--- src/design/pngr_pkg.sv ---
// shared types and codes for the png row filter reconstruction block
package pngr_pkg;

   // width of the column index carried between front and back
   localparam int COL_BITS = 16;

   // row filter codes
   typedef enum logic [2:0] {
      FILT_NONE  = 3'd0,
      FILT_SUB   = 3'd1,
      FILT_UP    = 3'd2,
      FILT_AVG   = 3'd3,
      FILT_PAETH = 3'd4
   } filt_type;

   // highest filter code that is supported
   localparam logic [7:0] FILT_MAX = 8'd4;

   // result status codes
   typedef enum logic [1:0] {
      ST_OK         = 2'd0,
      ST_BAD_FILTER = 2'd1,
      ST_SHORT_ROW  = 2'd2
   } status_type;

   // one work item passed from front to back
   typedef struct packed {
      logic [7:0]          data;
      filt_type            filt;
      logic [COL_BITS-1:0] col;
      logic                use_above;
      logic                do_recon;
      status_type          status;
      logic                last;
   } cmd_type;

endpackage

--- src/design/pngr_fifo.sv ---
// short command queue between front and back
module pngr_fifo
   import pngr_pkg::*;
(
   input  logic    clock,
   input  logic    reset,
   input  logic    push,
   input  cmd_type push_cmd,
   output logic    full,
   input  logic    pop,
   output logic    not_empty,
   output cmd_type head_cmd
);

   localparam int DEPTH = 4;
   localparam int PW    = $clog2(DEPTH);

   cmd_type         slot_ff [DEPTH];
   logic [PW-1:0]   wr_ptr_ff, wr_ptr_in;
   logic [PW-1:0]   rd_ptr_ff, rd_ptr_in;
   logic [PW:0]     count_ff, count_in;
   logic            do_push;
   logic            do_pop;

   assign full      = (count_ff == (PW + 1)'(DEPTH));
   assign not_empty = (count_ff != '0);
   assign head_cmd  = slot_ff[rd_ptr_ff];
   assign do_push   = push && !full;
   assign do_pop    = pop && not_empty;

   // pointer and fill count update
   always_comb begin
      wr_ptr_in = do_push ? wr_ptr_ff + PW'(1) : wr_ptr_ff;
      rd_ptr_in = do_pop ? rd_ptr_ff + PW'(1) : rd_ptr_ff;
      count_in  = count_ff;
      if (do_push && !do_pop) begin
         count_in = count_ff + (PW + 1)'(1);
      end else if (do_pop && !do_push) begin
         count_in = count_ff - (PW + 1)'(1);
      end
   end

   always_ff @(posedge clock) begin
      if (reset) begin
         wr_ptr_ff <= '0;
         rd_ptr_ff <= '0;
         count_ff  <= '0;
      end else begin
         wr_ptr_ff <= wr_ptr_in;
         rd_ptr_ff <= rd_ptr_in;
         count_ff  <= count_in;
      end
   end

   // entry storage
   always_ff @(posedge clock) begin
      if (do_push) begin
         slot_ff[wr_ptr_ff] <= push_cmd;
      end
   end

endmodule

--- config.mk ---
export PLATFORM = sky130hd
export DESIGN_NAME = pngr_fifo
export DESIGN_NICKNAME = d
export VERILOG_FILES = /design/src/design/pngr_pkg.sv /design/src/design/pngr_fifo.sv
export SDC_FILE = /design/constraint.sdc
export NUM_CORES = 1
export LEC_CHECK = 0
export ABC_AREA = 1
export BUFFER_PORTS_ARGS = -buffer_cell sky130_fd_sc_hd__buf_2
export CAP_MARGIN = 20
export CORE_MARGIN = 4
export CORE_UTILIZATION = 29
export CTS_CLUSTER_DIAMETER = 30
export DETAILED_ROUTE_END_ITERATION = 7
export PLACE_DENSITY_LB_ADDON = 0.25
export RECOVER_POWER = 25
export SLEW_MARGIN = 20
export SYNTH_ARGS = -nofsm -noshare
export SYNTH_HDL_FRONTEND = slang
export SYNTH_SLANG_ARGS = --single-unit
--- constraint.sdc ---
create_clock -name clock -period 3.2 [get_ports clock]
set_input_delay 0.64 -clock clock [delete_from_list [all_inputs] [get_ports clock]]
set_output_delay 0.64 -clock clock [all_outputs]
set_load 0.005 [all_outputs]
==> reports/qor_table.md <==
| Quantity | Value |
| --- | --- |
| Result of the run | completed |
| Area added between synthesis and finish | 21.0% |
| Hold WC Path Type | input pin to register |
| Share of synthesized area occupied by flip-flops and latches | 76.4% |
| #FFs+latches synth | 137 |
| Average size of a mapped cell | 13.9 µm² |
| Standard cell core area | 17900 µm² |
| Input/output buffers | 69 |
| Number of fillers in the final layout | 1731 |
| Power Dens Cells | 813 nW/µm² |
| Commonest cells after routing, fill and taps aside | 128 x edfxtp_1, 73 x nor2_1, 49 x buf_2 |
| Remaining antenna violation count after routing | 0 |
| Drt total wl | 11.8 mm |
| Ports | 70 |
| Clk buf depth | 2 |
| First-pass iteration count of the detailed router | 4 |
| Detail-routed via count per cell | 4.53 |
| Footprint of the multi-input gates | 1040 µm² |
| Kind of critical path | register to output pin |
| Max-slew violation total from the final report | 0 |
| Setup repair after global routing missed its margin | false |
| Slowest stage cell, crit path | dfxtp_2 |
| First-pass GRT wire length | 18.2 mm |
| Post-CTS setup buffer count | 0 |
| Initial antenna violation count | 0 |
| Crit start category | register |
| Number of global-route vias before repair | 3249 |
| Fraction of layout cells with a size suffix above 1 | 19.8% |
| Final layout net count | 500 |
| Row count | 49 |
| Largest clock skew in the final design | 8.24 ps |
| Design Power | 5.18 mW |
| Clock tree from TritonCTS | yes |
| Grt ovf | 0 |
| Final min period | 2650 ps |
| Clock slew at the register clock pins of the worst setup and hold paths | 50 ps |
| Root buf cell | clkbuf_16 |
| Arrival @ worst endpoint | 2010 ps |
| Routability Congestion | 0.703 |
| Number of clock sinks seen by CTS | 137 |
| Nets in the synthesized netlist | 420 |
| Violation count after the first detailed-route iteration | 185 |
| Cell count after synthesis | 378 |
| Element type at the critical path end | output pin |
| Ordered list of cells on the worst path | buf_4 > o21ai_0 > o22ai_1 > buf_2 |
| Diodes inserted | 0 |
| Die width | 143 µm |
| DIE HEIGHT | 143 µm |
| Worst-Skew Late Latency | 410 ps |
| LEAKAGE | 2.23 nW |
| Total setup violations reported at the end of the flow | 0 |
| Count of distinct cell types in the synthesized netlist | 22 |
| Worst EP required | 2560 ps |
| Period utilisation layout | 82.7% |
| DRC viols | 0 |
| Detailed-route via count | 3167 |
| Combined flip-flop and latch cell area | 4030 µm² |
| Synthesized cell area | 5270 µm² |
| Routed wirelength normalized by instance count | 16.8 µm |
| Total of cells resized after clock tree synthesis | 0 |
| Slew headroom | 52.3% |
| Commonest non-fill, non-tap cell in the layout | edfxtp_1 |
| Peak supply drop | 402 µV |
| Maximum fanout count along the critical path | 33 |
| Tightest Pin Transition | 713 ps |
| Initial standard-cell utilization of the core | 29.4% |
| H-tree levels | 4 |
| Yosys Warn Count | 0 |
| Die Footprint | 20400 µm² |
| Setup TNS | 0 ps |
| Max Clk Rate | 378 MHz |
| Overall fraction of global-route tracks in use | 12.1% |
| DPL Wire Length | 7.30 mm |
| Pin count of the biggest net entering global routing | 65 |
| Hold Buf Count CTS | 0 |
| Total CTS buffers | 17 |
| Max cap viols | 0 |
| Final Hold Violating Endpoints | 0 |
| Delay of the slowest cell on the worst path | 750 ps |
critical path: cells and delay by family (launching register included):
| kind | cells | cell delay (ps) |
|---|---|---|
| buffers and inverters | 2 | 490 |
| AO/OA/AOI/OAI | 2 | 350 |
| flip-flops | 1 | 750 |
power by group:
group	internal [mW]	total (mW)	leakage, nW	switching, mW
clock network	1.13	1.79	0.264	0.665
registers	2.18	2.29	1.25	0.104
logic	0.402	1.10	0.724	0.700
through the flow:
| step | setup slack, ps | instances | utilization (%) | area (µm²) | hold WS [ps] |
|---|---|---|---|---|---|
| after floorplan | 707 | 378 | - | 5270 | 459 |
| after global placement | 945 | 668 | 32.7 | 5850 | 485 |
| after detailed placement | 926 | 668 | 32.7 | 5850 | 501 |
| after CTS | 487 | 699 | 35.7 | 6400 | 426 |
| after global routing | 291 | 699 | 35.6 | 6370 | 448 |
| final | 554 | 699 | 35.6 | 6370 | 459 |
flip-flops by register name, indices dropped and copies added (netlist names), named ones only:
register	cells
count_ff	3
rd_ptr_ff	2
slot_ff	128
wr_ptr_ff	2
cell families after synthesis:
logic type      share of synthesized area, %
flops                                   76.4
compound gates                          10.3
fa+ha+maj                               1.57
buf+inv                                 4.35
simple gates                            7.25
xor+xnor                               0.166
final cells by class:
cell class | instances | share of cell area [%]
Sequential cell | 137 | 63.2
Clock inverter | 11 | 1.67
Timing Repair Buffer | 80 | 6.32
Multi-Input combinational cell | 205 | 16.4
Tap cell | 229 | 4.50
Clock buffer | 20 | 6.85
Inverter | 17 | 1.12
final timing paths:
| check | start | to | slack (ps) | cells after the start |
|---|---|---|---|---|
| max | register | head_cmd[10] | 550 | 4 |
| min | reset | rd_ptr_ff[0] | 460 | 2 |
| max reg2reg | count_ff[0] | count_ff[2] | 1160 | 13 |
| min reg2reg | rd_ptr_ff[0] | rd_ptr_ff[0] | 510 | 2 |
layer usage:
layer	global-route usage, %	vias to the layer above	part of all wire, %
met5	0	-	0
li1	-	1547	-
met2	19.4	63	49
met4	4.30	0	1.1
met3	4.02	10	4.7
met1	15.3	1547	45
Yosys cell counts:
master	count	share of area [%]
inv_8	1	0.21
xor2_1	1	0.17
clkbuf_1	1	0.071
dfxtp_1	9	3.4
buf_2	6	0.57
nand2_2	1	0.12
nand2_1	14	1.0
o21ai_1	28	2.7
edfxtp_1	128	73
buf_4	3	0.43
a21oi_1	3	0.29
inv_2	1	0.071
o21ai_0	37	3.5
nand3_1	4	0.38
ha_1	5	1.2
nor2_2	1	0.12
buf_6	9	1.9
fa_1	1	0.38
o22ai_1	32	3.8
nand3b_1	1	0.14
nor2_1	77	5.5
inv_1	15	1.1
No activity file was read; power rests on OpenSTA's default activity.
