<file path="src/design/pngr_pkg.sv">
// shared types and codes for the png row filter reconstruction block
package pngr_pkg;

   // width of the column index carried between front and back
   localparam int COL_BITS = 16;

   // row filter codes
   typedef enum logic [2:0] {
      FILT_NONE  = 3'd0,
      FILT_SUB   = 3'd1,
      FILT_UP    = 3'd2,
      FILT_AVG   = 3'd3,
      FILT_PAETH = 3'd4
   } filt_type;

   // highest filter code that is supported
   localparam logic [7:0] FILT_MAX = 8'd4;

   // result status codes
   typedef enum logic [1:0] {
      ST_OK         = 2'd0,
      ST_BAD_FILTER = 2'd1,
      ST_SHORT_ROW  = 2'd2
   } status_type;

   // one work item passed from front to back
   typedef struct packed {
      logic [7:0]          data;
      filt_type            filt;
      logic [COL_BITS-1:0] col;
      logic                use_above;
      logic                do_recon;
      status_type          status;
      logic                last;
   } cmd_type;

endpackage

</file>
<file path="src/design/pngr_front.sv">
// front end: row and column tracking, filter decode and status classification
module pngr_front
   import pngr_pkg::*;
#(
   parameter int MAX_ROW_WIDTH = 4096
) (
   input  logic          clock,
   input  logic          reset,
   input  logic          csr_wr_en,
   input  logic [12:0]   csr_wr_data,
   input  logic          in_valid,
   input  logic [7:0]    in_byte,
   input  logic          in_eos,
   output logic          in_ready,
   input  logic          q_full,
   output logic          q_push,
   output cmd_type       q_cmd
);

   localparam int CW = $clog2(MAX_ROW_WIDTH + 1);
   localparam int WW = (CW > 13) ? CW : 13;
   localparam int AW = (MAX_ROW_WIDTH > 1) ? $clog2(MAX_ROW_WIDTH) : 1;

   logic [12:0]   row_width_ff;
   logic [AW-1:0] col_ff, col_in;
   logic          expect_ff, expect_in;
   logic          first_row_ff, first_row_in;
   filt_type      filt_ff, filt_in;
   logic          bad_ff, bad_in;

   logic [WW-1:0] raw_width;
   logic [WW-1:0] eff_width;
   logic [WW-1:0] col_inc;
   logic          row_end;
   logic          accept;

   // clamp the configured width into the supported range
   assign raw_width = WW'(row_width_ff);
   always_comb begin
      if (raw_width == '0) begin
         eff_width = WW'(1);
      end else if (raw_width > WW'(MAX_ROW_WIDTH)) begin
         eff_width = WW'(MAX_ROW_WIDTH);
      end else begin
         eff_width = raw_width;
      end
   end

   assign col_inc  = WW'(col_ff) + WW'(1);
   assign row_end  = (col_inc >= eff_width);
   assign in_ready = !q_full;
   assign accept   = in_valid && in_ready;

   // classify the byte and work out the next row state
   always_comb begin
      col_in       = col_ff;
      expect_in    = expect_ff;
      first_row_in = first_row_ff;
      filt_in      = filt_ff;
      bad_in       = bad_ff;
      q_push       = 1'b0;
      q_cmd.data      = in_byte;
      q_cmd.filt      = filt_ff;
      q_cmd.col       = COL_BITS'(col_ff);
      q_cmd.use_above = !first_row_ff;
      q_cmd.do_recon  = 1'b0;
      q_cmd.status    = ST_OK;
      q_cmd.last      = in_eos;
      if (accept) begin
         if (expect_ff) begin
            // filter byte
            if (in_byte > FILT_MAX) begin
               bad_in  = 1'b1;
               filt_in = FILT_NONE;
            end else begin
               filt_in = filt_type'(in_byte[2:0]);
            end
            col_in    = '0;
            expect_in = 1'b0;
            if (in_eos) begin
               q_push       = 1'b1;
               q_cmd.status = ST_SHORT_ROW;
            end
         end else begin
            // data byte
            q_cmd.do_recon = !bad_ff;
            q_push         = !bad_ff || in_eos;
            if (in_eos) begin
               if (!row_end) begin
                  q_cmd.status = ST_SHORT_ROW;
               end else if (bad_ff) begin
                  q_cmd.status = ST_BAD_FILTER;
               end
            end
            if (row_end) begin
               col_in       = '0;
               expect_in    = 1'b1;
               first_row_in = 1'b0;
            end else begin
               col_in = AW'(col_inc);
            end
         end
         if (in_eos) begin
            col_in       = '0;
            expect_in    = 1'b1;
            first_row_in = 1'b1;
            filt_in      = FILT_NONE;
            bad_in       = 1'b0;
         end
      end
   end

   // state registers
   always_ff @(posedge clock) begin
      if (reset) begin
         row_width_ff <= 13'd1;
         col_ff       <= '0;
         expect_ff    <= 1'b1;
         first_row_ff <= 1'b1;
         filt_ff      <= FILT_NONE;
         bad_ff       <= 1'b0;
      end else begin
         if (csr_wr_en) begin
            row_width_ff <= csr_wr_data;
         end
         col_ff       <= col_in;
         expect_ff    <= expect_in;
         first_row_ff <= first_row_in;
         filt_ff      <= filt_in;
         bad_ff       <= bad_in;
      end
   end

endmodule

</file>
<file path="config.mk">
export PLATFORM = sky130hd
export DESIGN_NAME = pngr_front
export DESIGN_NICKNAME = d
export VERILOG_FILES = /design/src/design/pngr_pkg.sv /design/src/design/pngr_front.sv
export SDC_FILE = /design/constraint.sdc
export NUM_CORES = 1
export LEC_CHECK = 0
export BUFFER_PORTS_ARGS = -buffer_cell sky130_fd_sc_hd__buf_4
export CORE_AREA = 2 2 79 81
export CTS_BUF_LIST = sky130_fd_sc_hd__clkbuf_2 sky130_fd_sc_hd__clkbuf_4 sky130_fd_sc_hd__clkbuf_8
export DETAILED_ROUTE_END_ITERATION = 6
export DIE_AREA = 0 0 81 83
export SLEW_MARGIN = 20
export SYNTH_ARGS = -nofsm -noshare
export SYNTH_HDL_FRONTEND = slang
export SYNTH_SLANG_ARGS = --single-unit
export TNS_END_PERCENT = 30
</file>
<file path="constraint.sdc">
create_clock -name clock -period 8.4 [get_ports clock]
set_clock_uncertainty 0.1 [all_clocks]
set_input_delay 1.68 -clock clock [delete_from_list [all_inputs] [get_ports clock]]
set_output_delay 1.68 -clock clock [all_outputs]
set_load 0.01 [all_outputs]
</file>
==> results of run 1 <==
==> layout make-up <==
cell class	count	area share, %
clock buffers	6	3.11
well taps	75	3.82
multi-input cells	183	49.6
inverters	4	0.611
flip-flops and latches	31	25.3
repair buffers	56	17.1
clock inverters	2	0.509
==> path summary, 6_finish.rpt <==
path                                 from                       to  slack (ns)  cells past startpoint
setup / recovery   col_ff[0]$_SDFFE_PP0P_                 q_cmd[1]        3.36                     11
hold / removal    filt_ff[1]$_SDFFE_PP0P_  filt_ff[1]$_SDFFE_PP0P_        0.39                      2
setup reg to reg   col_ff[0]$_SDFFE_PP0P_   col_ff[4]$_SDFFE_PP0P_        5.25                     10
hold reg to reg   filt_ff[1]$_SDFFE_PP0P_  filt_ff[1]$_SDFFE_PP0P_        0.39                      2
==> cells in the final DEF, fill, tap and decap left out, types with 2 or more instances in the layout <==
master    synthesis  routed
a32oi_1           5       5
a21oi_2           2       2
nor4_1            3       3
a21oi_1           9       9
dfxtp_1          31      31
o21ai_0           6       6
xnor2_1           4       4
mux2i_1          12      12
nor2b_1           2       2
clkbuf_8          0       5
nand3_1          10      10
buf_4            13      56
nor2_1           29      29
or2_2             2       2
conb_1            1       4
inv_1             4       4
xor2_1            4       4
nand2_1          29      29
and3_1            2       2
a31oi_1           7       7
nor3_1            4       4
nand4_1           6       6
nand4b_1          3       3
a21boi_0          3       3
ha_1             14      14
and2_1            2       2
and4_1            2       2
==> stage by stage <==
stage                     power, mW  hold WS, ns  util [%]  std cells  area (sq um)
final                         0.331        0.388      42.3        357          2460
after global placement        0.215        0.369      40.7        349          2370
after detailed placement      0.216        0.383      40.7        349          2370
after floorplan               0.198        0.366         -        241          2000
after global routing          0.351        0.414      42.3        357          2460
after CTS                     0.337        0.394      42.3        357          2460
==> logic make-up after synthesis <==
logic type	Yosys count	share of synthesized area [%]
other	1	0.189
and+or+nand+nor	105	27.8
adders and majority gates	14	8.81
xor gates and xnor gates	8	3.52
DFF	31	31.2
muxes	12	6.04
AOI/OAI and AO/OA	40	14.4
buffers and inverters	27	8.05
==> Yosys cell counts (all sizes together), types with 2 or more instances <==
library cell,instances,area [sq um]
and4,2,17.5
nand2,29,109
nor4,4,40.0
nor2b,3,21.3
nor3,4,20.0
nand4,7,50.1
mux2i,12,120
a211oi,2,27.5
buf,17,123
inv,4,15.0
xnor2,4,35.0
dfxtp,31,621
nor2,31,126
xor2,4,35.0
nand3,11,60.1
nand4b,3,26.3
ha,14,175
a31oi,7,43.8
or2,2,12.5
o21ai,7,35.0
clkbuf,6,22.5
a32oi,5,43.8
and2,2,12.5
a21boi,3,22.5
a21oi,11,62.6
and3,2,12.5
==> power by group <==
group          switching (mW)  leakage (nW)  internal, mW
registers             0.00424         0.253         0.152
logic                  0.0303         0.777        0.0249
clock network          0.0578        0.0446        0.0611
total                  0.0923          1.07         0.238
==> metal layers <==
metal | vias up | global-route usage (%) | share of wire, %
met3 | 5 | 3.91 | 5.0
met2 | 39 | 20.2 | 43
met5 | - | 0 | 0
li1 | 920 | - | -
met4 | 0 | 5.08 | 1.5
met1 | 795 | 21.2 | 51
==> worst min-delay path, stage by stage (launching register included) <==
cell and delay (ns):
dfxtp_1 0.31, o21ai_0 0.06, a21boi_0 0.07
==> flip-flops by register name, summed over array words and instances (netlist names) <==
signal / flops
bad_ff: 1
col_ff: 12
expect_ff: 1
filt_ff: 3
first_row_ff: 1
raw_width: 13
==> metrics.yaml, run 1 <==
outcome: "completed"
rsz0062_at_grt: "false"
power.leakage_nw: 1.07
path_clk_slew_ns: 0.07
slowest_stage: "o21bai_2"
path_buf_inv: 1
postRouteAntennaNets: 0
slew_violations: 0
relSlewSlack_pct: 47.7
syn_avg_cell_area_sq_um: 8.35
gp_congestion: 0.779
final_nets: 322
endpoint_kind: "output port"
start_kind: "flip-flop"
coreArea_sq_um: 5820
num_vias: 1759
num_rows: 28
synth-edff-count: 0
period_needed_ns: 5.04
htreeDepth: 2
worst_slew_pin_slew_ns: 0.784
dp_hpwl_um: 3440
p_per_area_nw_per_um2: 135
post_cts_buffers: 0
die_width_um: 81
multi_input_area_sq_um: 1220
clock-sinks: 31
antenna_found_initial: 0
crit_fanout: 19
regArea_sq_um: 621
cts_resized: 0
grt_pass1_vias: 1635
cpMostUsedCell: "ha_1"
die-area_sq_um: 6720
ir_drop_mv: 0.0629
overflow: 0
first_pass_iters: 4
ys_seq_area_share_pct: 31.2
fmax_mhz: 199
cts_tree: "built"
setup_viol: 0
crit_arrival_ns: 3.26
grtUsageTotal_pct: 14.5
drt-vias-per-instance: 4.93
initial_core_util_pct: 34.2
ios: 61
crit_type: "flip-flop to output port"
die_h_um: 83
synthCells: 238
ys_types: 49
hp-class: "flip-flop to flip-flop"
wl_um: 4540
hold_viol: 0
syn_area_sq_um: 1990
place_ws_ns: 3.66
synth_ff_type: "dfxtp_1"
cts_hold_buffers: 0
slowest_delay_ns: 0.62
cts_inserted_buffers: 5
maxCapViolations: 0
worstPathCellList: "ha_1 > nand3_1 > and2_1 > or2_2 > ha_1 > nand4_1 > nor3_1 > o21bai_2 > a21oi_2 > and4_1 > buf_4"
fin_crit_sh_pct: 60.0
grt_max_degree: 29
drc: 0
setup_ws_ns: 3.36
clk_latency_ns: 0.28
n_antenna_cell: 0
worstPathRequired_ns: 6.62
drtIter0Drc: 99
ys.warnings.count: 0
layout-drive-gt1-share_pct: 27.7
grt_pass1_wl_um: 7740
tns_ns: 0
synthToLayoutAreaGrowth_pct: 23.6
cts_buffer_depth: 2
synth_seq_cells: 31
io_buffers: 56
fillers: 605
critPathTopFamily: "simple AND/OR/NAND/NOR gates"
async_flop_share_pct: 0
cts-root-buf: "clkbuf_8"
routedWlPerCell_um: 12.7
No activity file was read; power rests on OpenSTA's default activity.
==> run 2, diff against run 1 <==
==> constraint.sdc (replaced) <==
create_clock -name clock -period 5.2 [get_ports clock]
set_clock_uncertainty 0.1 [all_clocks]
set_input_delay 1.04 -clock clock [delete_from_list [all_inputs] [get_ports clock]]
set_output_delay 1.04 -clock clock [all_outputs]
set_load 0.01 [all_outputs]
==> metrics.yaml, run 2 (synthesis results as in run 1) <==
outcome: "completed"
wl_um: 4620  # +1.9%
fillers: 645  # +6.6%
postRouteAntennaNets: 0  # unchanged
setup_viol: 0  # unchanged
rsz0062_at_grt: "false"
path_buf_inv: 2  # +1
cts_inserted_buffers: 5  # unchanged
routedWlPerCell_um: 12.9  # +1.6%
ios: 61  # unchanged
cts_tree: "built"
drt-vias-per-instance: 4.94  # +0.34%
instances_no_fill: 358  # +0.28%
n_antenna_cell: 0  # unchanged
layout-drive-gt1-share_pct: 27.9  # +0.26 points
netSwitchingFraction_pct: 26.9  # -0.99 points
dp_hpwl_um: 3550  # +3.2%
die_width_um: 81  # unchanged
worstPathCellList: "ha_1 > and3_1 > nand3_1 > xnor2_1 > ha_1 > nand4_1 > nor3_1 > o21bai_2 > buf_4 > a21oi_2 > and4_1 > buf_4"
clock-sinks: 31  # unchanged
grt_max_degree: 29  # unchanged
cts_buffer_depth: 2  # unchanged
critPathTopFamily: "simple AND/OR/NAND/NOR gates"
io_buffers: 56  # unchanged
hold_viol: 0  # unchanged
tns_ns: 0  # unchanged
die-area_sq_um: 6720  # unchanged
cts_resized: 0  # unchanged
drc: 0  # unchanged
highest_layer: "met4"
htreeDepth: 2  # unchanged
slowest_delay_ns: 0.43  # -0.19 ns
slowest_stage: "dfxtp_1"
power.leakage_nw: 1.08  # +0.82%
coreArea_sq_um: 5820  # unchanged
endpoint_kind: "output port"
p_per_area_nw_per_um2: 217  # +62%
gp_congestion: 0.777  # -0.37%
crit_fanout: 19  # unchanged
m1WireLength_um: 2280  # -1.3%
cts-root-buf: "clkbuf_8"
ir_drop_mv: 0.143  # +130%
hp-class: "flip-flop to flip-flop"
post_cts_buffers: 0  # unchanged
cell_internal_pwr_uw: 391  # +64%
wl_met2_um: 2030  # +5.3%
first_pass_iters: 4  # unchanged
power.switching_uw: 144  # +56%
grtUsageTotal_pct: 14.5  # about the same
pwr-share-seq_pct: 47.2  # about the same
fmax_mhz: 233
relSlewSlack_pct: 51.5  # +3.8 points
largest_register_ffs: 13  # unchanged
crit_type: "flip-flop to output port"
clkPwrFrac_pct: 35.8  # -0.2 points
clk_latency_ns: 0.29  # about the same
mostFrequentLayoutCell: "buf_4"
dpl.cell_count: 350  # +0.29%
num_vias: 1770  # +0.63%
wl_met3_um: 238  # +3.9%
num_rows: 28  # unchanged
initial_core_util_pct: 34.2  # unchanged
antenna_found_initial: 0  # unchanged
maxCapViolations: 0  # unchanged
synthToLayoutAreaGrowth_pct: 24.0
worst_slew_pin_slew_ns: 0.725  # -0.0589 ns
comb_power_share_pct: 17.0  # +0.3 points
final_cell_mix: "57 x buf_4, 31 x dfxtp_1, 29 x nand2_1, 29 x nor2_1, 14 x ha_1"
overflow: 0  # unchanged
crit_arrival_ns: 3.16  # -0.10 ns
drtIter0Drc: 88  # -11%
cts_hold_buffers: 0  # unchanged
die_h_um: 83  # unchanged
grt_pass1_vias: 1613  # -1.3%
path_clk_slew_ns: 0.06  # about the same
final_core_util_pct: 42.4  # +0.13 points
slew_violations: 0  # unchanged
worstPathRequired_ns: 4.06  # -2.56 ns
fin_crit_sh_pct: 82.6
period_needed_ns: 4.30
final_nets: 323  # +0.31%
grt_pass1_wl_um: 7730  # -0.17%
start_kind: "flip-flop"
[run 2: changes by cell type in the layout (fill, tap and decap cells not counted)]
cell and delta:
clkinvlp_4 -1, clkbuf_4 +1, buf_4 +1
[run 2: worst register-to-register path: cells and delay by family (launching register included)]
kind	cells	cell delay, ns
adders and majority gates	2	0.62
AOI/OAI and AO/OA	4	1.22
xor gates and xnor gates	1	0.19
DFF	1	0.43
and+or+nand+nor	3	0.62
[run 2: power groups by stage]
stage	combinational, mW	sequential (mW)	clock (mW)
2_1_floorplan	0.0625	0.257	0
3_3_place_gp	0.0912	0.258	0
3_5_place_dp	0.0918	0.258	0
4_1_cts	0.0919	0.253	0.198
5_1_grt	0.101	0.254	0.209
6_report	0.0911	0.253	0.192
[run 2: layer usage]
metal / vias up / track usage (%)
li1: 928 / -
met1: 792 / 21.5
met2: 43 / 20.4
met3: 7 / 3.48
met4: 0 / 4.62
met5: - / 0
[run 2: area by class of cell]
type | count | area [sq um] | area share [%]
clock buffer | 7 | 83.8 | 3.40
tap | 75 | 93.8 | 3.81
multi-input combinational | 183 | 1220 | 49.4
sequential | 31 | 621 | 25.2
inverter | 4 | 15.0 | 0.609
timing repair buffer | 57 | 428 | 17.4
clock inverter | 1 | 5.00 | 0.203
[run 2: stage by stage]
stage / worst slack [ns] / power (mW) / cell area, sq um / hold WS (ns)
CTS: 0.898 / 0.543 / 2460 / 0.392
finish: 0.904 / 0.536 / 2460 / 0.383
global route: 0.621 / 0.564 / 2460 / 0.412
global placement: 1.27 / 0.349 / 2380 / 0.370
floorplan: 1.49 / 0.319 / 2000 / 0.366
detailed placement: 1.21 / 0.350 / 2380 / 0.384
[run 2: final timing paths]
kind | start | to | slack (ns) | cells past startpoint
worst max-delay path | col_ff[0]$_SDFFE_PP0P_ | q_cmd[1] | 0.90 | 12
worst min-delay path | filt_ff[0]$_SDFFE_PP0P_ | filt_ff[0]$_SDFFE_PP0P_ | 0.38 | 2
worst max register to register | col_ff[0]$_SDFFE_PP0P_ | col_ff[2]$_SDFFE_PP0P_ | 1.97 | 10
worst min register to register | filt_ff[0]$_SDFFE_PP0P_ | filt_ff[0]$_SDFFE_PP0P_ | 0.38 | 2
